===== src/rtl/gfe_pkg.sv =====
`timescale 1ns / 1ps
// ---------------------------------------------------------------------------
// gfe_pkg
// Shared types and constants for the forward elimination block.
// ---------------------------------------------------------------------------
package gfe_pkg;

   localparam int MAX_N     = 16;
   localparam int FRAC_BITS = 16;
   localparam int STRIDE    = MAX_N + 1;
   localparam int DEPTH     = MAX_N * STRIDE;
   localparam int ADDR_W    = $clog2(DEPTH);
   localparam int ROW_W     = 4;
   localparam int COL_W     = 5;
   localparam int SIZE_W    = 5;
   localparam int DATA_W    = 32;
   localparam int NUM_W     = DATA_W + FRAC_BITS;
   localparam int DCNT_W    = $clog2(NUM_W);

   localparam logic [DATA_W-1:0] FX_ONE = DATA_W'(1) << FRAC_BITS;
   localparam logic [DATA_W-1:0] FX_MAX = {1'b0, {(DATA_W-1){1'b1}}};
   localparam logic [DATA_W-1:0] FX_MIN = {1'b1, {(DATA_W-1){1'b0}}};

   typedef enum logic [1:0] {
      OP_LOAD  = 2'd0,
      OP_START = 2'd1,
      OP_READ  = 2'd2,
      OP_RSVD  = 2'd3
   } op_type;

   typedef enum logic [1:0] {
      WSEL_REQ,
      WSEL_DIV,
      WSEL_ONE,
      WSEL_SUB
   } wsel_type;

   typedef enum logic [3:0] {
      ST_IDLE,
      ST_PIV_RD,
      ST_PIV_CHK,
      ST_DIV_RD,
      ST_DIV_GO,
      ST_DIV_WAIT,
      ST_DIV_WR,
      ST_ONE_WR,
      ST_M_RD,
      ST_M_LD,
      ST_P_RD,
      ST_A_RD,
      ST_MUL,
      ST_SCALE,
      ST_SUB,
      ST_DONE
   } state_type;

   typedef struct packed {
      logic [1:0]        op;
      logic [ROW_W-1:0]  row;
      logic [COL_W-1:0]  col;
      logic [DATA_W-1:0] value;
   } req_type;

   typedef struct packed {
      logic [DATA_W-1:0] data;
      logic              singular;
      logic              saturated;
   } rsp_type;

   // Controller to datapath commands
   typedef struct packed {
      logic             mem_rd;
      logic             mem_wr;
      logic [ROW_W-1:0] row;
      logic [COL_W-1:0] col;
      wsel_type         wsel;
      logic             clr_flags;
      logic             set_sing;
      logic             ld_piv;
      logic             ld_m;
      logic             ld_p;
      logic             mul_go;
      logic             scale_go;
      logic             div_go;
   } cmd_type;

   // Datapath to controller status
   typedef struct packed {
      logic rd_zero;
      logic div_done;
   } sts_type;

endpackage


===== src/rtl/gfe_ctrl.sv =====
`timescale 1ns / 1ps
// ---------------------------------------------------------------------------
// gfe_ctrl
// Sequencer that walks pivot, row and column loops of the elimination.
// ---------------------------------------------------------------------------
module gfe_ctrl (
   input  logic                         clock,
   input  logic                         reset,
   input  logic                         req_accept,
   input  gfe_pkg::req_type             req,
   input  logic                         req_inside,
   input  logic [gfe_pkg::SIZE_W-1:0]   n,
   input  gfe_pkg::sts_type             sts,
   input  logic                         rsp_room,
   output gfe_pkg::cmd_type             cmd,
   output logic                         busy,
   output logic                         done_push
);
   import gfe_pkg::*;

   state_type        state_ff, state_in;
   logic [ROW_W-1:0] k_ff, r_ff;
   logic [COL_W-1:0] j_ff;
   logic             k_last, r_last, j_last;

   assign k_last = (SIZE_W'(k_ff) + SIZE_W'(1)) >= n;
   assign r_last = (SIZE_W'(r_ff) + SIZE_W'(1)) >= n;
   assign j_last = j_ff == COL_W'(n);

   // Next state
   always_comb begin
      state_in = state_ff;
      case (state_ff)
         ST_IDLE: begin
            if (req_accept && req.op == OP_START) state_in = ST_PIV_RD;
         end
         ST_PIV_RD:   state_in = ST_PIV_CHK;
         ST_PIV_CHK:  state_in = sts.rd_zero ? ST_DONE : ST_DIV_RD;
         ST_DIV_RD:   state_in = ST_DIV_GO;
         ST_DIV_GO:   state_in = ST_DIV_WAIT;
         ST_DIV_WAIT: begin
            if (sts.div_done) state_in = ST_DIV_WR;
         end
         ST_DIV_WR:   state_in = j_last ? ST_ONE_WR : ST_DIV_RD;
         ST_ONE_WR:   state_in = k_last ? ST_DONE : ST_M_RD;
         ST_M_RD:     state_in = ST_M_LD;
         ST_M_LD:     state_in = ST_P_RD;
         ST_P_RD:     state_in = ST_A_RD;
         ST_A_RD:     state_in = ST_MUL;
         ST_MUL:      state_in = ST_SCALE;
         ST_SCALE:    state_in = ST_SUB;
         ST_SUB: begin
            if (!j_last)      state_in = ST_P_RD;
            else if (!r_last) state_in = ST_M_RD;
            else              state_in = ST_PIV_RD;
         end
         ST_DONE: begin
            if (rsp_room) state_in = ST_IDLE;
         end
         default:     state_in = ST_IDLE;
      endcase
   end

   // Outputs
   always_comb begin
      cmd       = '0;
      cmd.wsel  = WSEL_REQ;
      done_push = 1'b0;
      case (state_ff)
         ST_IDLE: begin
            cmd.row = req.row;
            cmd.col = req.col;
            if (req_accept) begin
               case (req.op)
                  OP_LOAD:  cmd.mem_wr    = req_inside;
                  OP_READ:  cmd.mem_rd    = 1'b1;
                  OP_START: cmd.clr_flags = 1'b1;
                  default:  cmd.mem_rd    = 1'b0;
               endcase
            end
         end
         ST_PIV_RD: begin
            cmd.mem_rd = 1'b1;
            cmd.row    = k_ff;
            cmd.col    = COL_W'(k_ff);
         end
         ST_PIV_CHK: begin
            cmd.ld_piv   = 1'b1;
            cmd.set_sing = sts.rd_zero;
         end
         ST_DIV_RD: begin
            cmd.mem_rd = 1'b1;
            cmd.row    = k_ff;
            cmd.col    = j_ff;
         end
         ST_DIV_GO:   cmd.div_go = 1'b1;
         ST_DIV_WAIT: cmd.div_go = 1'b0;
         ST_DIV_WR: begin
            cmd.mem_wr = 1'b1;
            cmd.wsel   = WSEL_DIV;
            cmd.row    = k_ff;
            cmd.col    = j_ff;
         end
         ST_ONE_WR: begin
            cmd.mem_wr = 1'b1;
            cmd.wsel   = WSEL_ONE;
            cmd.row    = k_ff;
            cmd.col    = COL_W'(k_ff);
         end
         ST_M_RD: begin
            cmd.mem_rd = 1'b1;
            cmd.row    = r_ff;
            cmd.col    = COL_W'(k_ff);
         end
         ST_M_LD:  cmd.ld_m = 1'b1;
         ST_P_RD: begin
            cmd.mem_rd = 1'b1;
            cmd.row    = k_ff;
            cmd.col    = j_ff;
         end
         ST_A_RD: begin
            cmd.ld_p   = 1'b1;
            cmd.mem_rd = 1'b1;
            cmd.row    = r_ff;
            cmd.col    = j_ff;
         end
         ST_MUL:   cmd.mul_go   = 1'b1;
         ST_SCALE: cmd.scale_go = 1'b1;
         ST_SUB: begin
            cmd.mem_wr = 1'b1;
            cmd.wsel   = WSEL_SUB;
            cmd.row    = r_ff;
            cmd.col    = j_ff;
         end
         ST_DONE:  done_push = rsp_room;
         default:  done_push = 1'b0;
      endcase
   end

   // State and loop counters
   always_ff @(posedge clock) begin
      if (reset) begin
         state_ff <= ST_IDLE;
         k_ff     <= '0;
         r_ff     <= '0;
         j_ff     <= '0;
      end else begin
         state_ff <= state_in;
         case (state_ff)
            ST_IDLE:    k_ff <= '0;
            ST_PIV_CHK: j_ff <= COL_W'(k_ff) + COL_W'(1);
            ST_DIV_WR:  j_ff <= j_ff + COL_W'(1);
            ST_ONE_WR:  r_ff <= k_ff + ROW_W'(1);
            ST_M_LD:    j_ff <= COL_W'(k_ff);
            ST_SUB: begin
               j_ff <= j_ff + COL_W'(1);
               if (j_last) begin
                  if (!r_last) r_ff <= r_ff + ROW_W'(1);
                  else         k_ff <= k_ff + ROW_W'(1);
               end
            end
            default:    k_ff <= k_ff;
         endcase
      end
   end

   assign busy = state_ff != ST_IDLE;

endmodule


===== config.mk =====
export PLATFORM = sky130hd
export DESIGN_NAME = gfe_ctrl
export DESIGN_NICKNAME = d
export VERILOG_FILES = /design/src/rtl/gfe_pkg.sv /design/src/rtl/gfe_ctrl.sv
export SDC_FILE = /design/constraint.sdc
export NUM_CORES = 1
export LEC_CHECK = 0
export BUFFER_PORTS_ARGS = -buffer_cell sky130_fd_sc_hd__buf_2
export CELL_PAD_IN_SITES_DETAIL_PLACEMENT = 0
export CELL_PAD_IN_SITES_GLOBAL_PLACEMENT = 1
export CORE_UTILIZATION = 31
export CTS_BUF_LIST = sky130_fd_sc_hd__clkbuf_8
export CTS_CLUSTER_SIZE = 28
export DETAILED_ROUTE_END_ITERATION = 6
export GPL_ROUTABILITY_DRIVEN = 0
export HOLD_SLACK_MARGIN = 0.03
export PLACE_DENSITY_LB_ADDON = 0.1
export SLEW_MARGIN = 30
export SYNTH_ARGS = -nofsm -noshare
export SYNTH_HDL_FRONTEND = slang
export SYNTH_SLANG_ARGS = --single-unit

===== constraint.sdc =====
create_clock -name clock -period 2.05 [get_ports clock]
set_input_delay 0.1025 -clock clock [delete_from_list [all_inputs] [get_ports clock]]
set_output_delay 0.1025 -clock clock [all_outputs]
set_load 0.01 [all_outputs]

After elaboration in Yosys (flattened, before gate mapping)

Cells that the tools add are included.

Output and inout port bits: 23
Flip-flop bits (word level): 17
Logic and storage cells: 84

$lt $le $gt $ge: 2
Equal/unequal tests: 24
Reduce and logical (&&, ||, !) cells: 16
Muxes and demuxes: 33
Add/subtract/negate cells: 5

Operator list:

| kind                  | number |
|---|---|
| $pmux W4 S16          | 1 |
| $pmux W9 S5           | 1 |
| $mux W4               | 10 |
| $eq A4 B4 Y1 const B  | 8 |
| $eq A4 B3 Y1 const B  | 4 |
| $pmux W4 S2           | 2 |
| $pmux W5 S3           | 1 |
| $ne A2 B2 Y1 const B  | 6 |
| $mux W1               | 11 |
| $add A4 B1 Y5 const B | 2 |
| $ge A5 B5 Y1          | 2 |
| $reduce_and A3 Y1     | 3 |
| $add A4 B1 Y4 const B | 2 |
| $eq A4 B2 Y1 const B  | 2 |
| $mux W3               | 2 |
| $pmux W2 S3           | 1 |
| $reduce_or A2 Y1      | 3 |
| $reduce_or A3 Y1      | 2 |
| $add A5 B1 Y5 const B | 1 |
| $eq A5 B5 Y1          | 1 |
| $reduce_or A5 Y1      | 1 |
| $eq A4 B1 Y1 const B  | 1 |
| $logic_not A4 Y1      | 1 |
| $mux W2               | 2 |
| 8 further kinds       | 10 |

Depth between registers and ports, before layout

Depth after elaboration: 5
Mapped depth: 10
Mapped depth without buffers: 9

Worst setup path after synthesis

No wires, ideal clock.

Path kind: flip-flop to flip-flop
Start: reg k_ff[0]
End: reg state_ff[0]
Path buffers: 1
Path slack: -0.196 ns
Data required time: 1.904 ns
Clock period less this slack: 2.246 ns
Stages on the path, launching flop included: 10
Arrival: 2.100 ns
Library setup time: 0.146 ns
Cell sequence: dfxtp_1 -> clkbuf_1 -> nand3_1 -> xnor2_1 -> inv_1 -> ha_1 -> a2111oi_0 -> nor3_1 -> o41ai_1 -> a41oi_1

Cells in the longest elaborated chain, start to end: 4

RTL lines:

| what                   | RTL line        | RTL |
|---|---|---|
| from (decl)            | gfe_ctrl.sv:22  | `logic [ROW_W-1:0] k_ff, r_ff;` |
| from (signal assigned) | gfe_ctrl.sv:159 | `else k_ff <= k_ff + ROW_W'(1);` |
| from (signal assigned) | gfe_ctrl.sv:162 | `default: k_ff <= k_ff;` |
| $add A4 B1 Y5          | gfe_ctrl.sv:26  | `assign k_last = (SIZE_W'(k_ff) + SIZE_W'(1)) >= n;` |
| $ge A5 B5 Y1           | gfe_ctrl.sv:26  |  |
| $mux W3                | gfe_ctrl.sv:45  | `ST_ONE_WR: state_in = k_last ? ST_DONE : ST_M_RD;` |
| $pmux W4 S16           | gfe_ctrl.sv:33  | `case (state_ff)` |
| to (signal assigned)   | gfe_ctrl.sv:148 | `state_ff <= state_in;` |
| to (decl)              | gfe_ctrl.sv:21  | `state_type state_ff, state_in;` |

No other way between the ends.
A chain may end at the register's enable or synchronous reset.

Worst setup path after layout

Start: reg r_ff[0]
End: reg r_ff[2]

Cells in the longest elaborated chain, start to end: 4
Elaborated cells on any way between the ends: 8
Those cells by class: add/sub (2); order compare (1); eq/ne (1); mux (3); reduce/logical (1)

RTL lines:

| what                                                              | RTL line                        | RTL |
|---|---|---|
| from (decl)                                                       | gfe_ctrl.sv:22                  |  |
| from (signal assigned)                                            | gfe_ctrl.sv:153                 | `ST_ONE_WR: r_ff <= k_ff + ROW_W'(1);` |
| from (signal assigned)                                            | gfe_ctrl.sv:158                 | `if (!r_last) r_ff <= r_ff + ROW_W'(1);` |
| $add A4 B1 Y5 or $add A4 B1 Y4 (tied branches)                    | gfe_ctrl.sv:27, gfe_ctrl.sv:158 |  |
| $ge A5 B5 Y1 or $mux W4 (tied branches)                           | gfe_ctrl.sv:27, gfe_ctrl.sv:158 |  |
| $ne A2 B2 Y1 (no source line) or $mux W4 (tied branches)          | --                              |  |
| $reduce_and A3 Y1 (no source line) or $pmux W4 S2 (tied branches) | --                              |  |

Parallel ways exist; a longest one is shown, timed or not. The select of a mux whose other input is x is not followed.

==> metrics.md <==
| Metric | Value |
|---|---|
| Synthesized area per cell | `between 7 and 8 um^2` |
| R2R Path Start | `r_ff[0]` |
| TritonRoute pass-1 iters | `4` |
| CTS buffer count | `3` |
| Post-synthesis mux area share | `0.0285` |
| Unique masters post-synth | `55` |
| Cell Area, Synth | `approximately 1800 um^2` |
| Register area share after synthesis | `0.189` |
| Port Buffer Count | `between 40 and 50` |
| Worst setup EP type | `flip-flop` |
| Kind of critical path | `reg -> reg` |
| Clock Tree Buf Depth | `2` |
| Crit path DAT | `2230 ps` |
| Post-synth EDFFs | `0` |
| Wirelength per Cell | `15.6 um` |
| Hold-fix buffers, CTS | `0` |
| Slew @ Worst Pin | `approximately 560 ps` |
| CP Launch Type | `flip-flop` |
| Largest net degree at the start of global routing | `25` |
| Fmax | `around 480 MHz` |
| Failing checks | `negative setup slack` |
| GR Overflow Total | `0` |
| Via count | `2,107` |
| Largest family of logic cells by synthesized area | `simple AND/OR/NAND/NOR gates` |
| Worst Setup Slack, final | `-29.1 ps` |
| Reg2reg setup slack | `-30 ps` |
| CTS tree | `yes` |
| Final setup vio count | `1` |
| Layout cells sized above 1 | `0.384` |
| Hold Crit Start | `reset` |
| Slew HR | `0.624` |
| Slowest CP cell | `dfxtp_4` |
| Max Cap Viol | `0` |
| GRT Total Usage | `0.208` |
| Routed Antenna Nets | `0` |
| Worst Reg-to-Reg Cells | `8` |
| Crit path time final | `a little over 2000 ps` |
| Routed wire length | `6120 um` |
| Core area | `about 5500 um^2` |
| Worst hold path depth | `2` |
| Initial antenna violation count | `0` |
| XOR/XNOR share of the synthesized area | `0.0535` |
| Final hold vios | `0` |
| FF+latch count, synth | `17` |
| DR vias/cell | `between 5 and 6` |
| Cell taking the most area after synthesis | `dfxtp_1` |
| Yosys top cell area share | `0.189` |
| Global-route wire length before repair | `about 9900 um` |
| Kind of cell adding the most delay to the critical path | `compound AO/OA/AOI/OAI gates` |
| Number of cells on the critical path | `8` |
| DP Area | `2340 um^2` |
| P_leak | `roughly 1.1 nW` |
| Residual DRC | `0` |
| Outcome | `finished, violations left` |
| Synth Instances | `between 200 and 300` |
| Warnings from Yosys | `0` |
| Max Slew Vio Count | `0` |
| # IOs | `78` |
| Layout Nets | `~400` |
| Area contributors post-synth | `dfxtp_1 (19%), ha_1 (9.0%), o21ai_0 (5.3%), nand2_1 (5.2%), nor2_1 (5.2%)` |
| Clk sinks | `17` |
| H-tree depth | `1` |
| CP max FO | `2` |
| Post-synth ARST share | `0` |
| Root Driver | `clkbuf_8` |
| Clock latency on the worst-skew pair | `about 260 ps` |
| Post-DP HPWL | `about 4800 um` |
| Starting density of the core | `0.325` |
| Vias in the first global route | `roughly 2,000` |
| # diodes | `0` |
| Synth cell count leaders | `nand2_1 (25), nor2_1 (25), o21ai_0 (19)` |
| Critical Path, Cell by Cell | `ha_4 -> buf_6 -> and3_4 -> ha_4 -> buf_6 -> a311oi_4 -> o21a_1 -> mux2_4` |
| Clk slew on worst S/H paths | `70 ps` |
| Setup Skew | `roughly 4.7 ps` |
| Critical Path RT | `2200 ps` |
| Layout Utilization | `0.467` |
| Mapped Nets | `about 320` |
| VDD IR-drop max | `approximately 260 uV` |
| DIE WIDTH | `around 78 um` |
| Hold WC Path Type | `in -> reg` |
| Design Area, Final | `roughly 2600 um^2` |
| Final Cycle Share | `1.01` |
| Top FF cell, synth | `dfxtp_1` |
| Synth Area in Compound Gates | `0.272` |
| Die height | `78.2 um` |
| Layout area overhead | `43.7%` |
| CP peak stage delay | `about 360 ps` |
| PD cells | `~550 nW/um^2` |
| Buf/Inv on CP | `2` |
| Hold Path End | `j_ff[4]` |
| Critical R2R Capture | `r_ff[2]` |
| Row count | `27` |
| Die area | `approximately 6100 um^2` |
| Simple-Gate Fraction of Synth Area | `0.290` |
| DRT iter0 DRCs | `66` |
| Synth Area in Adders | `0.0903` |
| RSZ-0062 raised after global routing | `true` |
## cells by family after synthesis
| logic type | count (synthesis) |
|---|---|
| AO/OA/AOI/OAI | 74 |
| multiplexers | 5 |
| adder cells (fa/ha/maj) | 13 |
| XOR/XNOR | 11 |
| buffers and inverters | 33 |
| flip-flops | 17 |
| AND/OR/NAND/NOR | 100 |
## layer usage
| metal | global-route usage | wire [um] | vias up |
|---|---|---|---|
| li1 | - | - | 1047 |
| met1 | 0.282 | 2970 | 997 |
| met2 | 0.351 | 2830 | 56 |
| met3 | 0.0186 | 219 | 7 |
| met4 | 0.0519 | 108 | 0 |
| met5 | 0 | 0 | - |
## final cells by class
cell class / count / area (um^2)
inverters: 17 / 63.8
clock inverters: 1 / 3.75
repair buffers: 79 / 488
fillers: 582 / 2950
clock buffers: 3 / 41.3
multi-input cells: 203 / 1550
flip-flops and latches: 17 / 349
well taps: 72 / 90.1
## registers in the layout (all words and copies together) (netlist names)
register,flops
j_ff,5
k_ff,4
r_ff,4
state_ff,4
## power by group
group	total, mW	internal (mW)	switching (mW)
sequential	0.390	0.352	0.0387
combinational	0.765	0.315	0.450
clock	0.265	0.134	0.131
total	1.42	0.800	0.620
## placed cells by master, fill, tap and decap left out, drive strengths merged, types with 5 or more instances in the layout
cell type / Yosys / final
nand2b: 8 / 8
o21ai: 19 / 19
nor3: 7 / 7
nor2: 26 / 26
dfxtp: 17 / 17
xnor2: 9 / 9
nand2: 26 / 26
a311oi: 5 / 5
inv: 17 / 18
a21oi: 14 / 14
a22oi: 10 / 10
ha: 13 / 13
buf: 5 / 79
## worst max path at each step
stage | startpoint | endpoint | slack [ps]
6_report | r_ff[0] | r_ff[2] | -30
4_1_cts | r_ff[0] | r_ff[2] | -60
3_5_place_dp | r_ff[0] | r_ff[1] | -120
3_3_place_gp | r_ff[0] | r_ff[2] | -120
2_1_floorplan | r_ff[0] | r_ff[2] | 30
5_1_grt | r_ff[0] | r_ff[2] | -110
## through the flow
step	power [mW]	instances	worst slack [ps]	hold slack (ps)	TNS [ps]
finish	1.42	392	-29.1	263	-29.1
global route	1.52	392	-106	321	-257
CTS	1.40	392	-59.6	247	-243
detailed placement	1.13	387	-122	475	-599
global placement	1.13	387	-120	471	-620
floorplan	0.842	253	26.6	287	0
## timing repair
item                                    CTS  global route
pin swaps                                 5            12
buffers inserted                          1             2
gates resized for setup                  10            28
endpoints found under the setup margin    7            18
(Power assumes the default switching activity.)
